## src/rtl/vadsr_pkg.sv

```systemverilog
// Shared types and constants of the ADSR voice block.
`timescale 1ns / 1ps
package vadsr_pkg;
	localparam int LEVEL_FRAC_BITS = 20;
	localparam int SAMPLE_BITS     = 16;
	localparam int MIX_BITS        = 24;
	localparam int LEVEL_W         = LEVEL_FRAC_BITS + 1;
	localparam int STEP_W          = 20;
	localparam int SUS_W           = 16;
	localparam int VOL_W           = 17;
	localparam int GAIN_W          = LEVEL_W + 1;

	localparam logic [1:0] FUNC_FRAME    = 2'd0;
	localparam logic [1:0] FUNC_NOTE_ON  = 2'd1;
	localparam logic [1:0] FUNC_NOTE_OFF = 2'd2;

	localparam logic [2:0] REG_AMP_RATES   = 3'd0;
	localparam logic [2:0] REG_WAVE_RATES  = 3'd1;
	localparam logic [2:0] REG_AMP2_RATES  = 3'd2;
	localparam logic [2:0] REG_WAVE2_RATES = 3'd3;
	localparam logic [2:0] REG_SUSTAIN     = 3'd4;
	localparam logic [2:0] REG_VOLUME      = 3'd5;
	localparam logic [2:0] REG_OSC_ENABLE  = 3'd6;

	typedef enum logic [4:0] {
		PH_DORMANT = 5'b00001,
		PH_ATTACK  = 5'b00010,
		PH_DECAY   = 5'b00100,
		PH_SUSTAIN = 5'b01000,
		PH_RELEASE = 5'b10000
	} phase_t;

	typedef struct packed {
		logic       note_on;
		logic       note_off;
		logic       step;
		logic [1:0] idx;
	} env_ctl_t;
endpackage

```

## src/rtl/vadsr_ser_mac.sv

```systemverilog
// Shift-and-add accumulator that consumes one multiplier bit per cycle while en is high.
`timescale 1ns / 1ps
module vadsr_ser_mac #(
	parameter int ACC_W = 40,
	parameter int ADD_W = 25
) (
	input  logic                    clk,
	input  logic                    arst_n,
	input  logic                    clr,
	input  logic                    en,
	input  logic signed [ADD_W-1:0] addend,
	output logic signed [ACC_W-1:0] acc
);
	logic signed [ACC_W-1:0] acc_q;

	// Bits arrive most significant first, so the running sum doubles each step.
	always_ff @(posedge clk or negedge arst_n) begin
		if (!arst_n) begin
			acc_q <= '0;
		end else if (clr) begin
			acc_q <= '0;
		end else if (en) begin
			acc_q <= (acc_q <<< 1) + ACC_W'(addend);
		end
	end

	assign acc = acc_q;
endmodule

```

## src/rtl/vadsr_env.sv

```systemverilog
// Four envelope phases and levels, one stepped per cycle when step is set.
`timescale 1ns / 1ps
module vadsr_env import vadsr_pkg::*; (
	input  logic               clk,
	input  logic               arst_n,
	input  env_ctl_t           ctl,
	input  logic [STEP_W-1:0]  atk,
	input  logic [STEP_W-1:0]  dec,
	input  logic [STEP_W-1:0]  rel,
	input  logic [SUS_W-1:0]   sus16,
	output logic [LEVEL_W-1:0] level [4],
	output logic               amps_dormant
);
	localparam logic [LEVEL_W:0] ONE = (LEVEL_W+1)'(1) << LEVEL_FRAC_BITS;

	phase_t             phase_q [4];
	logic [LEVEL_W-1:0] level_q [4];

	phase_t             ph_cur, ph_nxt;
	logic [LEVEL_W-1:0] lv_cur, lv_nxt, sus;
	logic [LEVEL_W:0]   sum;
	logic [LEVEL_W-1:0] diff_dn, diff_up;

	always_comb begin
		ph_cur  = phase_q[ctl.idx];
		lv_cur  = level_q[ctl.idx];
		sus     = LEVEL_W'({sus16, {(LEVEL_FRAC_BITS-SUS_W){1'b0}}});
		sum     = {1'b0, lv_cur} + (LEVEL_W+1)'(atk);
		diff_dn = lv_cur - sus;
		diff_up = sus - lv_cur;
		ph_nxt  = ph_cur;
		lv_nxt  = lv_cur;
		unique case (ph_cur)
			PH_ATTACK: begin
				if (sum >= ONE) begin
					lv_nxt = ONE[LEVEL_W-1:0];
					ph_nxt = PH_DECAY;
				end else begin
					lv_nxt = sum[LEVEL_W-1:0];
				end
			end
			PH_DECAY: begin
				if (lv_cur > sus) begin
					if (diff_dn <= LEVEL_W'(dec)) begin
						lv_nxt = sus;
						ph_nxt = PH_SUSTAIN;
					end else begin
						lv_nxt = lv_cur - LEVEL_W'(dec);
					end
				end else if (lv_cur < sus) begin
					if (diff_up <= LEVEL_W'(dec)) begin
						lv_nxt = sus;
						ph_nxt = PH_SUSTAIN;
					end else begin
						lv_nxt = lv_cur + LEVEL_W'(dec);
					end
				end else begin
					ph_nxt = PH_SUSTAIN;
				end
			end
			PH_RELEASE: begin
				if (lv_cur <= LEVEL_W'(rel)) begin
					lv_nxt = '0;
					ph_nxt = PH_DORMANT;
				end else begin
					lv_nxt = lv_cur - LEVEL_W'(rel);
				end
			end
			default: begin
			end
		endcase
	end

	always_ff @(posedge clk or negedge arst_n) begin
		if (!arst_n) begin
			for (int k = 0; k < 4; k++) begin
				phase_q[k] <= PH_DORMANT;
				level_q[k] <= '0;
			end
		end else if (ctl.note_on) begin
			for (int k = 0; k < 4; k++) phase_q[k] <= PH_ATTACK;
		end else if (ctl.note_off) begin
			for (int k = 0; k < 4; k++) begin
				if (phase_q[k] != PH_DORMANT) phase_q[k] <= PH_RELEASE;
			end
		end else if (ctl.step) begin
			phase_q[ctl.idx] <= ph_nxt;
			level_q[ctl.idx] <= lv_nxt;
		end
	end

	assign level        = level_q;
	assign amps_dormant = (phase_q[0] == PH_DORMANT) && (phase_q[2] == PH_DORMANT);
endmodule

```

## src/rtl/voice_adsr_envelope_mixer.sv

```systemverilog
// Top level of the synth voice: four ADSR envelopes and a bit-serial stereo mixer.
`timescale 1ns / 1ps
// Channel   Signals                                 Content
// s_*       tvalid tready tdata[79:0] tuser tlast   note events and frame items
// m_*       tvalid tready tdata[95:0] tlast         one result item per frame
// cfg_*     valid ready index[2:0] data[63:0]       register writes
//
// A frame on an active voice is worked through after acceptance in this order: 4
// envelope steps, the serial level-times-volume multiply (one volume bit per
// cycle), the serial sample MAC (one sample bit per cycle) and the load of the
// result, which waits until the output register is free. The input is ready
// again the cycle after the load. An idle-voice frame goes straight to the load,
// and a note event leaves the input ready in the next cycle.
// Only one item is in work at a time; a finished result waits in the output
// register while the next is accepted, and a second finished frame stalls
// until the output register is free.
// arst_n clears all control state and envelopes asynchronously.
module voice_adsr_envelope_mixer import vadsr_pkg::*; (
	input  logic        clk,
	input  logic        arst_n,
	input  logic        s_tvalid,
	output logic        s_tready,
	input  logic [79:0] s_tdata,   // osc1_sample, osc2_sample, left_in, right_in
	input  logic [1:0]  s_tuser,   // func
	input  logic        s_tlast,   // block_end
	output logic        m_tvalid,
	input  logic        m_tready,
	// left_out, right_out, osc1_wave_mix, osc2_wave_mix, voice_busy, five zero bits
	output logic [95:0] m_tdata,
	output logic        m_tlast,   // block_end_out
	input  logic        cfg_valid,
	output logic        cfg_ready,
	input  logic [2:0]  cfg_index,
	input  logic [63:0] cfg_data
);
	typedef enum logic [4:0] {
		ST_IDLE = 5'b00001,
		ST_ENV  = 5'b00010,
		ST_GAIN = 5'b00100,
		ST_MIX  = 5'b01000,
		ST_DONE = 5'b10000
	} state_t;

	localparam int MAC_ADD_W = GAIN_W + 3;
	localparam int MAC_ACC_W = SAMPLE_BITS + GAIN_W + 2;
	localparam int G_ACC_W   = LEVEL_W + VOL_W + 1;
	localparam int SHIFT     = SAMPLE_BITS + LEVEL_FRAC_BITS - MIX_BITS;
	localparam int C_W       = MAC_ACC_W - SHIFT;
	localparam int SUM_W     = C_W + 1;

	// Configuration registers.
	logic [59:0]        rates_q [4];
	logic [63:0]        sustain_q;
	logic [VOL_W-1:0]   vol_q;
	logic [1:0]         osc_en_q;

	state_t             state_q;
	logic [4:0]         cnt_q;
	logic               voice_active_q;
	logic               pass_q;
	logic signed [SAMPLE_BITS-1:0] s1_q, s2_q;
	logic signed [MIX_BITS-1:0]    l_q, r_q;
	logic               last_q;

	logic               m_valid_q;
	logic [95:0]        m_data_q;
	logic               m_last_q;

	logic               in_fire;
	env_ctl_t           ctl;
	logic [LEVEL_W-1:0] level [4];
	logic               amps_dormant;
	logic [59:0]        rate_sel;
	logic [SUS_W-1:0]   sus_sel;

	logic                      gain_clr, gain_en, mix_clr, mix_en, vbit, b1, b2;
	logic signed [GAIN_W-1:0]  g1_add, g2_add;
	logic signed [G_ACC_W-1:0] g1_acc, g2_acc;
	logic [GAIN_W-1:0]         g1, g2;
	logic signed [MAC_ADD_W-1:0] mix_add;
	logic signed [MAC_ACC_W-1:0] term;
	logic signed [C_W-1:0]     c;
	logic signed [SUM_W-1:0]   lsum, rsum;
	logic [MIX_BITS-1:0]       lo, ro;
	logic                      out_free;

	localparam logic signed [SUM_W-1:0] HI = SUM_W'((64'sd1 <<< (MIX_BITS-1)) - 1);
	localparam logic signed [SUM_W-1:0] LO = -HI - SUM_W'(1);

	assign cfg_ready = 1'b1;
	assign s_tready  = (state_q == ST_IDLE);
	assign in_fire   = s_tvalid && s_tready;
	assign out_free  = !m_valid_q || m_tready;

	always_ff @(posedge clk or negedge arst_n) begin
		if (!arst_n) begin
			for (int k = 0; k < 4; k++) rates_q[k] <= '0;
			sustain_q <= '0;
			vol_q     <= VOL_W'(65536);
			osc_en_q  <= 2'b11;
		end else if (cfg_valid) begin
			unique case (cfg_index)
				REG_AMP_RATES:   rates_q[0] <= cfg_data[59:0];
				REG_WAVE_RATES:  rates_q[1] <= cfg_data[59:0];
				REG_AMP2_RATES:  rates_q[2] <= cfg_data[59:0];
				REG_WAVE2_RATES: rates_q[3] <= cfg_data[59:0];
				REG_SUSTAIN:     sustain_q  <= cfg_data;
				REG_VOLUME:      vol_q      <= cfg_data[VOL_W-1:0];
				REG_OSC_ENABLE:  osc_en_q   <= cfg_data[1:0];
				default: begin
				end
			endcase
		end
	end

	// Envelope control: note events act at acceptance, steps run in ST_ENV.
	always_comb begin
		ctl.note_on  = in_fire && (s_tuser == FUNC_NOTE_ON);
		ctl.note_off = in_fire && (s_tuser == FUNC_NOTE_OFF);
		ctl.step     = (state_q == ST_ENV);
		ctl.idx      = cnt_q[1:0];
		rate_sel     = rates_q[cnt_q[1:0]];
		sus_sel      = sustain_q[cnt_q[1:0]*SUS_W +: SUS_W];
	end

	vadsr_env u_env (
		.clk          (clk),
		.arst_n       (arst_n),
		.ctl          (ctl),
		.atk          (rate_sel[59:40]),
		.dec          (rate_sel[39:20]),
		.rel          (rate_sel[19:0]),
		.sus16        (sus_sel),
		.level        (level),
		.amps_dormant (amps_dormant)
	);

	// Gain: level times volume, one volume bit per cycle from the top bit down.
	assign gain_clr = (state_q == ST_ENV) && (cnt_q[1:0] == 2'd3);
	assign gain_en  = (state_q == ST_GAIN);
	assign vbit     = vol_q[cnt_q];
	assign g1_add   = vbit ? $signed({1'b0, level[0]}) : '0;
	assign g2_add   = vbit ? $signed({1'b0, level[2]}) : '0;

	vadsr_ser_mac #(.ACC_W(G_ACC_W), .ADD_W(GAIN_W)) u_gain1 (
		.clk(clk), .arst_n(arst_n), .clr(gain_clr), .en(gain_en),
		.addend(g1_add), .acc(g1_acc)
	);
	vadsr_ser_mac #(.ACC_W(G_ACC_W), .ADD_W(GAIN_W)) u_gain2 (
		.clk(clk), .arst_n(arst_n), .clr(gain_clr), .en(gain_en),
		.addend(g2_add), .acc(g2_acc)
	);

	assign g1 = g1_acc[16 +: GAIN_W];
	assign g2 = g2_acc[16 +: GAIN_W];

	// Mix: both samples share one serial MAC; the sign bit carries negative weight.
	assign mix_clr = gain_en && (cnt_q == 5'd0);
	assign mix_en  = (state_q == ST_MIX);
	assign b1      = s1_q[cnt_q[3:0]] && osc_en_q[0];
	assign b2      = s2_q[cnt_q[3:0]] && osc_en_q[1];

	always_comb begin
		mix_add = (b1 ? MAC_ADD_W'($signed({1'b0, g1})) : '0)
		        + (b2 ? MAC_ADD_W'($signed({1'b0, g2})) : '0);
		if (cnt_q[3:0] == 4'(SAMPLE_BITS-1)) mix_add = -mix_add;
	end

	vadsr_ser_mac #(.ACC_W(MAC_ACC_W), .ADD_W(MAC_ADD_W)) u_mix (
		.clk(clk), .arst_n(arst_n), .clr(mix_clr), .en(mix_en),
		.addend(mix_add), .acc(term)
	);

	// Floor shift, add to the accumulator inputs and saturate, or pass the inputs through unchanged for an idle voice.
	always_comb begin
		c    = term[MAC_ACC_W-1:SHIFT];
		lsum = SUM_W'(l_q) + SUM_W'(c);
		rsum = SUM_W'(r_q) + SUM_W'(c);
		if (pass_q) begin
			lo = l_q;
			ro = r_q;
		end else begin
			lo = (lsum > HI) ? HI[MIX_BITS-1:0] : (lsum < LO) ? LO[MIX_BITS-1:0]
			   : lsum[MIX_BITS-1:0];
			ro = (rsum > HI) ? HI[MIX_BITS-1:0] : (rsum < LO) ? LO[MIX_BITS-1:0]
			   : rsum[MIX_BITS-1:0];
		end
	end

	always_ff @(posedge clk or negedge arst_n) begin
		if (!arst_n) begin
			state_q        <= ST_IDLE;
			cnt_q          <= '0;
			voice_active_q <= 1'b0;
			pass_q         <= 1'b0;
			m_valid_q      <= 1'b0;
		end else begin
			// A new result fills an empty output register or replaces the one taken in the same cycle.
			if ((state_q == ST_DONE) && out_free) m_valid_q <= 1'b1;
			else if (m_tready) m_valid_q <= 1'b0;
			unique case (state_q)
				ST_IDLE: begin
					if (in_fire) begin
						if (s_tuser == FUNC_NOTE_ON) begin
							voice_active_q <= 1'b1;
						end else if (s_tuser == FUNC_FRAME) begin
							pass_q  <= !voice_active_q;
							cnt_q   <= '0;
							state_q <= voice_active_q ? ST_ENV : ST_DONE;
						end
					end
				end
				ST_ENV: begin
					if (cnt_q[1:0] == 2'd3) begin
						cnt_q   <= 5'(VOL_W-1);
						state_q <= ST_GAIN;
					end else begin
						cnt_q <= cnt_q + 5'd1;
					end
				end
				ST_GAIN: begin
					if (cnt_q == 5'd0) begin
						cnt_q   <= 5'(SAMPLE_BITS-1);
						state_q <= ST_MIX;
					end else begin
						cnt_q <= cnt_q - 5'd1;
					end
				end
				ST_MIX: begin
					if (cnt_q == 5'd0) state_q <= ST_DONE;
					else cnt_q <= cnt_q - 5'd1;
				end
				ST_DONE: begin
					if (out_free) begin
						state_q   <= ST_IDLE;
						if (!pass_q && amps_dormant) voice_active_q <= 1'b0;
					end
				end
				default: state_q <= ST_IDLE;
			endcase
		end
	end

	// Payload registers.
	always_ff @(posedge clk) begin
		if (in_fire && (s_tuser == FUNC_FRAME)) begin
			s1_q   <= s_tdata[15:0];
			s2_q   <= s_tdata[31:16];
			l_q    <= s_tdata[55:32];
			r_q    <= s_tdata[79:56];
			last_q <= s_tlast;
		end
		if ((state_q == ST_DONE) && out_free) begin
			m_data_q <= {5'd0, !pass_q && !amps_dormant, level[3], level[1], ro, lo};
			m_last_q <= last_q;
		end
	end

	assign m_tvalid = m_valid_q;
	assign m_tdata  = m_data_q;
	assign m_tlast  = m_last_q;
endmodule

```

## config.mk

```make
export PLATFORM = sky130hd
export DESIGN_NAME = voice_adsr_envelope_mixer
export DESIGN_NICKNAME = d
export VERILOG_FILES = /design/src/rtl/vadsr_pkg.sv /design/src/rtl/vadsr_ser_mac.sv /design/src/rtl/vadsr_env.sv /design/src/rtl/voice_adsr_envelope_mixer.sv
export SDC_FILE = /design/constraint.sdc
export NUM_CORES = 2
export LEC_CHECK = 0
export ABC_AREA = 1
export ABC_CLOCK_PERIOD_IN_PS = 14500
export CORE_MARGIN = 10
export CORE_UTILIZATION = 35
export DETAILED_ROUTE_END_ITERATION = 12
export DONT_BUFFER_PORTS = 1
export GPL_ROUTABILITY_DRIVEN = 0
export MAX_ROUTING_LAYER = met4
export PLACE_DENSITY = 0.56
export RECOVER_POWER = 25
export SYNTH_ARGS = -nofsm -noshare
export SYNTH_HDL_FRONTEND = slang
export SYNTH_SLANG_ARGS = --single-unit
```

## constraint.sdc

```tcl
create_clock -name clk -period 14.5 [get_ports clk]
set_input_delay 1.45 -clock clk [delete_from_list [all_inputs] [get_ports clk]]
set_output_delay 1.45 -clock clk [all_outputs]
set_load 0.05 [all_outputs]
```

* Yosys cells after proc, flatten, opt, wreduce, memory -nomap -nowiden
Cells that the tools add are included.
** Operators by class
- $add $sub $neg :: 15
- Order comparisons :: 14
- Eq/ne operators :: 38
- Shift operators :: 1
- Muxes and demuxes :: 82
- Bitwise operators :: 4
- Reduce and logical (&&, ||, !) cells :: 43
** Operator list (number)
- 2-to-1 mux 21 bit :: 11
- 2-to-1 mux 38 bit :: 4
- 2-to-1 mux 24 bit :: 6
- 2-to-1 mux 5 bit :: 27
- binary-select mux 60 bit (select 2 bit) :: 1
- 2-to-1 mux 60 bit :: 2
- bitwise mux 84 bit :: 1
- 2-to-1 mux 40 bit :: 2
- adder 38 x 22 -> 38 bit :: 2
- variable part select 64 x 7 -> 16 bit :: 1
- less-or-equal comparator 21 x 20 -> 1 bit :: 3
- one-hot mux 21 bit (3 select lines) :: 1
- subtractor 21 x 20 -> 21 bit :: 3
- 2-to-1 mux 20 bit :: 3
- adder 24 x 28 -> 29 bit :: 2
- > comparator 29 x 24 -> 1 bit, second input constant :: 2
- less-than comparator 29 x 24 -> 1 bit, second input constant :: 2
- 2-to-1 mux 22 bit :: 2
- binary-select mux 21 bit (select 2 bit) :: 1
- demux 21 bit (select 2 bit) :: 1
- adder 40 x 25 -> 40 bit :: 1
- 2-to-1 mux 25 bit :: 1
- negator 23 -> 25 bit :: 1
- one-hot mux 5 bit (5 select lines) :: 1
- other kinds (53) :: 116
** Storage, ports and cells
- Register bits :: 729
- Input bits :: 155
- Output and inout port bits :: 100
- Logic and storage cells :: 227

* Longest topological paths before layout
- Depth in word-level cells :: 14
- Mapped depth :: 50
- Mapped depth without buffers :: 44

* Hierarchy
A second synthesis with hierarchy kept.
** Unflattened totals
- Cells, all modules :: 7674
- Area, all modules :: 53346.2 um2
** By module, submodules not included
- voice_adsr_envelope_mixer :: instances 1, cells each 3469, area each 27353.7 um2, sequential area each 13608.1 um2
- vadsr_env :: instances 1, cells each 2033, area each 13120.1 um2, sequential area each 2607.5 um2
- vadsr_ser_mac at u_gain1 ... :: instances 2, cells each 715, area each 4256.6 um2, sequential area each 975.9 um2
- vadsr_ser_mac at u_mix :: instances 1, cells each 742, area each 4359.2 um2, sequential area each 1001.0 um2

* Worst setup path after synthesis
No wires, ideal clock.
- Path kind :: input to register
- Start point :: in s_tuser[1]
- End point :: reg pass_q
- Library setup time :: 381 ps
- Arrival :: 7504 ps
- Data required time :: 14119 ps
- Setup slack :: 6615 ps
- Stages :: 4
- Buffers on the path :: 0
- Cell sequence :: inv_1 nand2_1 nor3_1 a21oi_1
** On the way
- Longest elaborated chain between the ends :: 3
- Elaborated cells on any way between the ends :: 4
- Those cells by class :: eq/ne: 1; bitwise: 1; reduce/logical: 2
** RTL lines
- from (decl) :: line voice_adsr_envelope_mixer.sv:24 : input logic [1:0] s_tuser,
- equality test 2 x 1 -> 1 bit :: line voice_adsr_envelope_mixer.sv:204 : if (s_tuser == FUNC_NOTE_ON) begin
- NOT 1 bit (no source line)
- AND reduction 4 bit (no source line) *
- to (signal assigned) :: line voice_adsr_envelope_mixer.sv:207 : pass_q <= !voice_active_q;
- to (decl) :: line voice_adsr_envelope_mixer.sv:60 : logic pass_q;
Every way passes the cells marked *; elsewhere a longest branch is shown, timed or not.
A chain may end at the register's enable or synchronous reset.

* Final worst setup path
- Start point :: reg cnt_q[0]
- End point :: reg u_env.level_q, in the netlist u_env.level[23]
** On the way
- Longest elaborated chain between the ends :: 11
- Elaborated cells on any way between the ends :: 39
- Those cells by class :: add/sub: 6; order compare: 8; eq/ne: 3; shift: 1; mux: 19; bitwise: 1; reduce/logical: 1
** RTL lines
- from (decl) :: line voice_adsr_envelope_mixer.sv:58 : logic [4:0] cnt_q;
- from (signal assigned) :: line voice_adsr_envelope_mixer.sv:215 : cnt_q <= 5'(VOL_W-1);
- from (signal assigned) :: line voice_adsr_envelope_mixer.sv:218 : cnt_q <= cnt_q + 5'd1;
- from (signal assigned) :: line voice_adsr_envelope_mixer.sv:223 : cnt_q <= 5'(SAMPLE_BITS-1);
- branches (longest 10 deep; another with subtractor 20 x 21 -> 21 bit)
- bitwise mux 84 bit * :: line vadsr_env.sv:88 : level_q[ctl.idx] <= lv_nxt;
- to (signal, indexed assignment) :: line vadsr_env.sv:88
- to (decl) :: line vadsr_env.sv:17 : logic [LEVEL_W-1:0] level_q [4];
Mark *: on every way between the ends. The select of a mux whose other input is x is not followed.

==> summary.txt <==
Global route
  – Vias in the first global route: 41277
  – Largest net degree at the start of global routing: 557
  – First-pass GRT wire length: 256900 um
  – Remaining global-route overflow: 0
  – Tot GR Track Use: 0.2204
  – Initial antenna violation count: 13

Critical path
  – Critical Path AT: 8270 ps
  – Worst-path fanout max: 76
  – Crit-path slowest cell: a32oi_1
  – Max stage delay on crit path: 860 ps
  – Worst Path Required: 15050 ps
  – Crit end category: flop
  – Setup crit start kind: flop
  – Crit Path Class: reg2reg
  – Most frequent cell on the critical path: nand2_1

Clock tree
  – CTS max path bufs: 3
  – Clk_lat worst skew: 710 ps
  – Clock-pin slew on the worst setup and hold paths: 60 ps
  – CTS Root Cell: clkbuf_16
  – Post-CTS Resized: 0
  – Post-CTS setup repair buffer count: 0
  – TritonCTS buffer count: 86
  – Depth of the CTS H-tree: 3
  – Hold buffers post-CTS: 0
  – TritonCTS clock tree: yes
  – Clk sink count: 729

Routing
  – Vias per cell: 5.365
  – DRC: 0
  – Number of nets with antenna violations after routing: 0
  – Drt first pass iters: 6
  – Routed WL: 169300 um
  – Vias: 43756
  – Avg WL per Cell: 20.75 um
  – Number of DRC markers in iteration 0: 4184

Synthesis
  – Syn_area_per_cell: 7.572 um^2
  – Top_reg_cell synth: dfrtp_1
  – Gate Count Post-Synth: 6388
  – Netlist Area Pre-Place: 48370 um^2
  – Post-synth EDFFs: 173
  – Post-synth top cells: nand2_1, o21ai_0, inv_1, nor2_1, dfrtp_1
  – Register area share after synthesis: 0.3953
  – Cell taking the most area after synthesis: dfrtp_1
  – Share of the synthesized area in the top cell type: 0.2835
  – Synth Warn #: 0
  – Distinct cells, synth: 73
  – Count leader, synth: nand2_1
  – Number of synthesized register bits: 729
  – Post-synthesis async set-or-reset flop share: 0.7627
  – Largest cells by area after synthesis: dfrtp_1, nand2_1, edfxtp_1, ha_1, o21ai_0

STA
  – Slew headroom: 0.05210
  – Worst-margin pin slew: 1422 ps
  – RSZ-0062 raised after global routing: no
  – Fmax: 129.5 MHz
  – Fin crit period: 7723 ps
  – Post-route clock period utilization: 0.5326
  – Final setup TNS: 0 ps
  – Fin. max-slew vios: 0
  – Min Hold Slack: 427.8 ps
  – Skew final: 79.31 ps
  – Final hold vios: 0
  – Final setup viols: 0

Die
  – Chip width: 391.7 um
  – Starting density of the core: 0.3522
  – Die area: 153500 um^2
  – Die Ht: 391.7 um
  – Core area: 137300 um^2
  – Io pins: 255
  – FP Rows: 136

Power and ir drop
  – Maximum VDD drop: 0.1583 mV
  – Pwr/cell area: 230.8 nW/um^2
  – Leak: 0.02523 uW

Job
  – Max cap viols: 0

Place
  – Number of buffers added on ports: 0
  – DP Cell Count: 7977
  – Placed Area: 49950 um^2
  – Post-DP HPWL: 123900 um

Hold path
  – Hold crit path type: reg2reg

Cells and area
  – Final std cells w/o fill: 8156
  – Final #Nets: 6749
  – Syn-to-layout area delta: 9.835%
  – Design area: 53120 um^2
  – Layout cell share with drive strength beyond 1: 0.04901

Run status
  – Status: complete, no violations
report_power, final:
| group | internal [uW] | total, uW | switching, uW | leakage [uW] |
|---|---|---|---|---|
| Sequential | 2420 | 2680 | 255 | 0.00881 |
| Clock | 1390 | 2340 | 949 | 0.00150 |
| Combinational | 2140 | 7240 | 5100 | 0.0149 |
| Total | 5960 | 12300 | 6300 | 0.0252 |
cell families (layout without fill, tap and decap cells):
family	after synthesis	in the layout	synth area share
buffers and inverters	901	855	0.07440
adders and majority gates	321	321	0.08475
xor gates and xnor gates	201	201	0.03671
AOI/OAI and AO/OA	1490	1490	0.1749
and+or+nand+nor	2740	2740	0.2329
other	2	22	0.0001553
DFF	729	729	0.3953
muxes	4	4	0.0009312
cell usage in the layout, fill, tap and decap left out, types with 19 or more instances in the layout:
master     instances
a21o_1            31
a21oi_1          482
a31oi_1           25
a32o_1            24
a32oi_1           52
buf_4             53
clkbuf_1          19
clkbuf_16         88
dfrtp_1          546
edfxtp_1         173
ha_1             310
inv_1            616
nand2_1         1676
nand3_1          305
nand3_2           24
nand4_1           55
nor2_1           550
nor3_1            48
nor4_1            29
o21ai_0          655
o21ai_1           21
o21bai_1          22
o22ai_1           56
xnor2_1           53
xor2_1           146
path summary, 6_finish.rpt:
kind                          start               to  slack [ps]  cells past startpoint
min in group asynchronous    arst_n    sustain_q[63]         440                      0
max                        cnt_q[0]  u_env.level[23]        6780                     25
max reg2reg                cnt_q[0]  u_env.level[23]        6780                     25
min reg2reg                  last_q          m_tlast         430                      0
max in group asynchronous    arst_n     rates_q[224]       11650                      2
min                          last_q          m_tlast         430                      0
registers in the layout, summed over array words and instances, names as in the netlist, 17 cells and up:
signal / count
rates_q: 240
u_env.phase_q: 20
u_mix.acc: 40
vol_q: 17
u_env.level: 84
u_gain1.acc: 38
l_q: 24
m_tdata: 91
u_gain2.acc: 38
r_q: 24
sustain_q: 64
metal layers:
metal / track usage / share of wire
met1: 0.2851 / 0.43
met2: 0.3467 / 0.46
met3: 0.04297 / 0.076
met4: 0.06997 / 0.034
met5: - / 0
layout make-up:
class	instances	area, um^2
clock buffers	124	2507
flip-flops and latches	729	19120
diodes	16	40.04
clock inverters	37	575.6
multi-input cells	4762	25750
inverters	638	2407
repair buffers	56	473.0
well taps	1794	2245
fillers	14120	84200
through the flow:
| step | total power [uW] | worst slack (ps) | util |
|---|---|---|---|
| detailed placement | 9683 | 7001 | 0.3638 |
| floorplan | 7603 | 6615 | - |
| finish | 12260 | 6777 | 0.3869 |
| global placement | 9673 | 7143 | 0.3638 |
| global route | 13080 | 6272 | 0.3868 |
| CTS | 12090 | 6940 | 0.3862 |
critical path, delay by kind of cell (launching register included):
kind                       cells  cell delay [ps]
AOI/OAI and AO/OA              5             1600
adders and majority gates      2              760
DFF                            1              700
xor gates and xnor gates       1              180
buffers and inverters          3             1710
and+or+nand+nor               14             2510
Power figures use the tool's default switching activity.
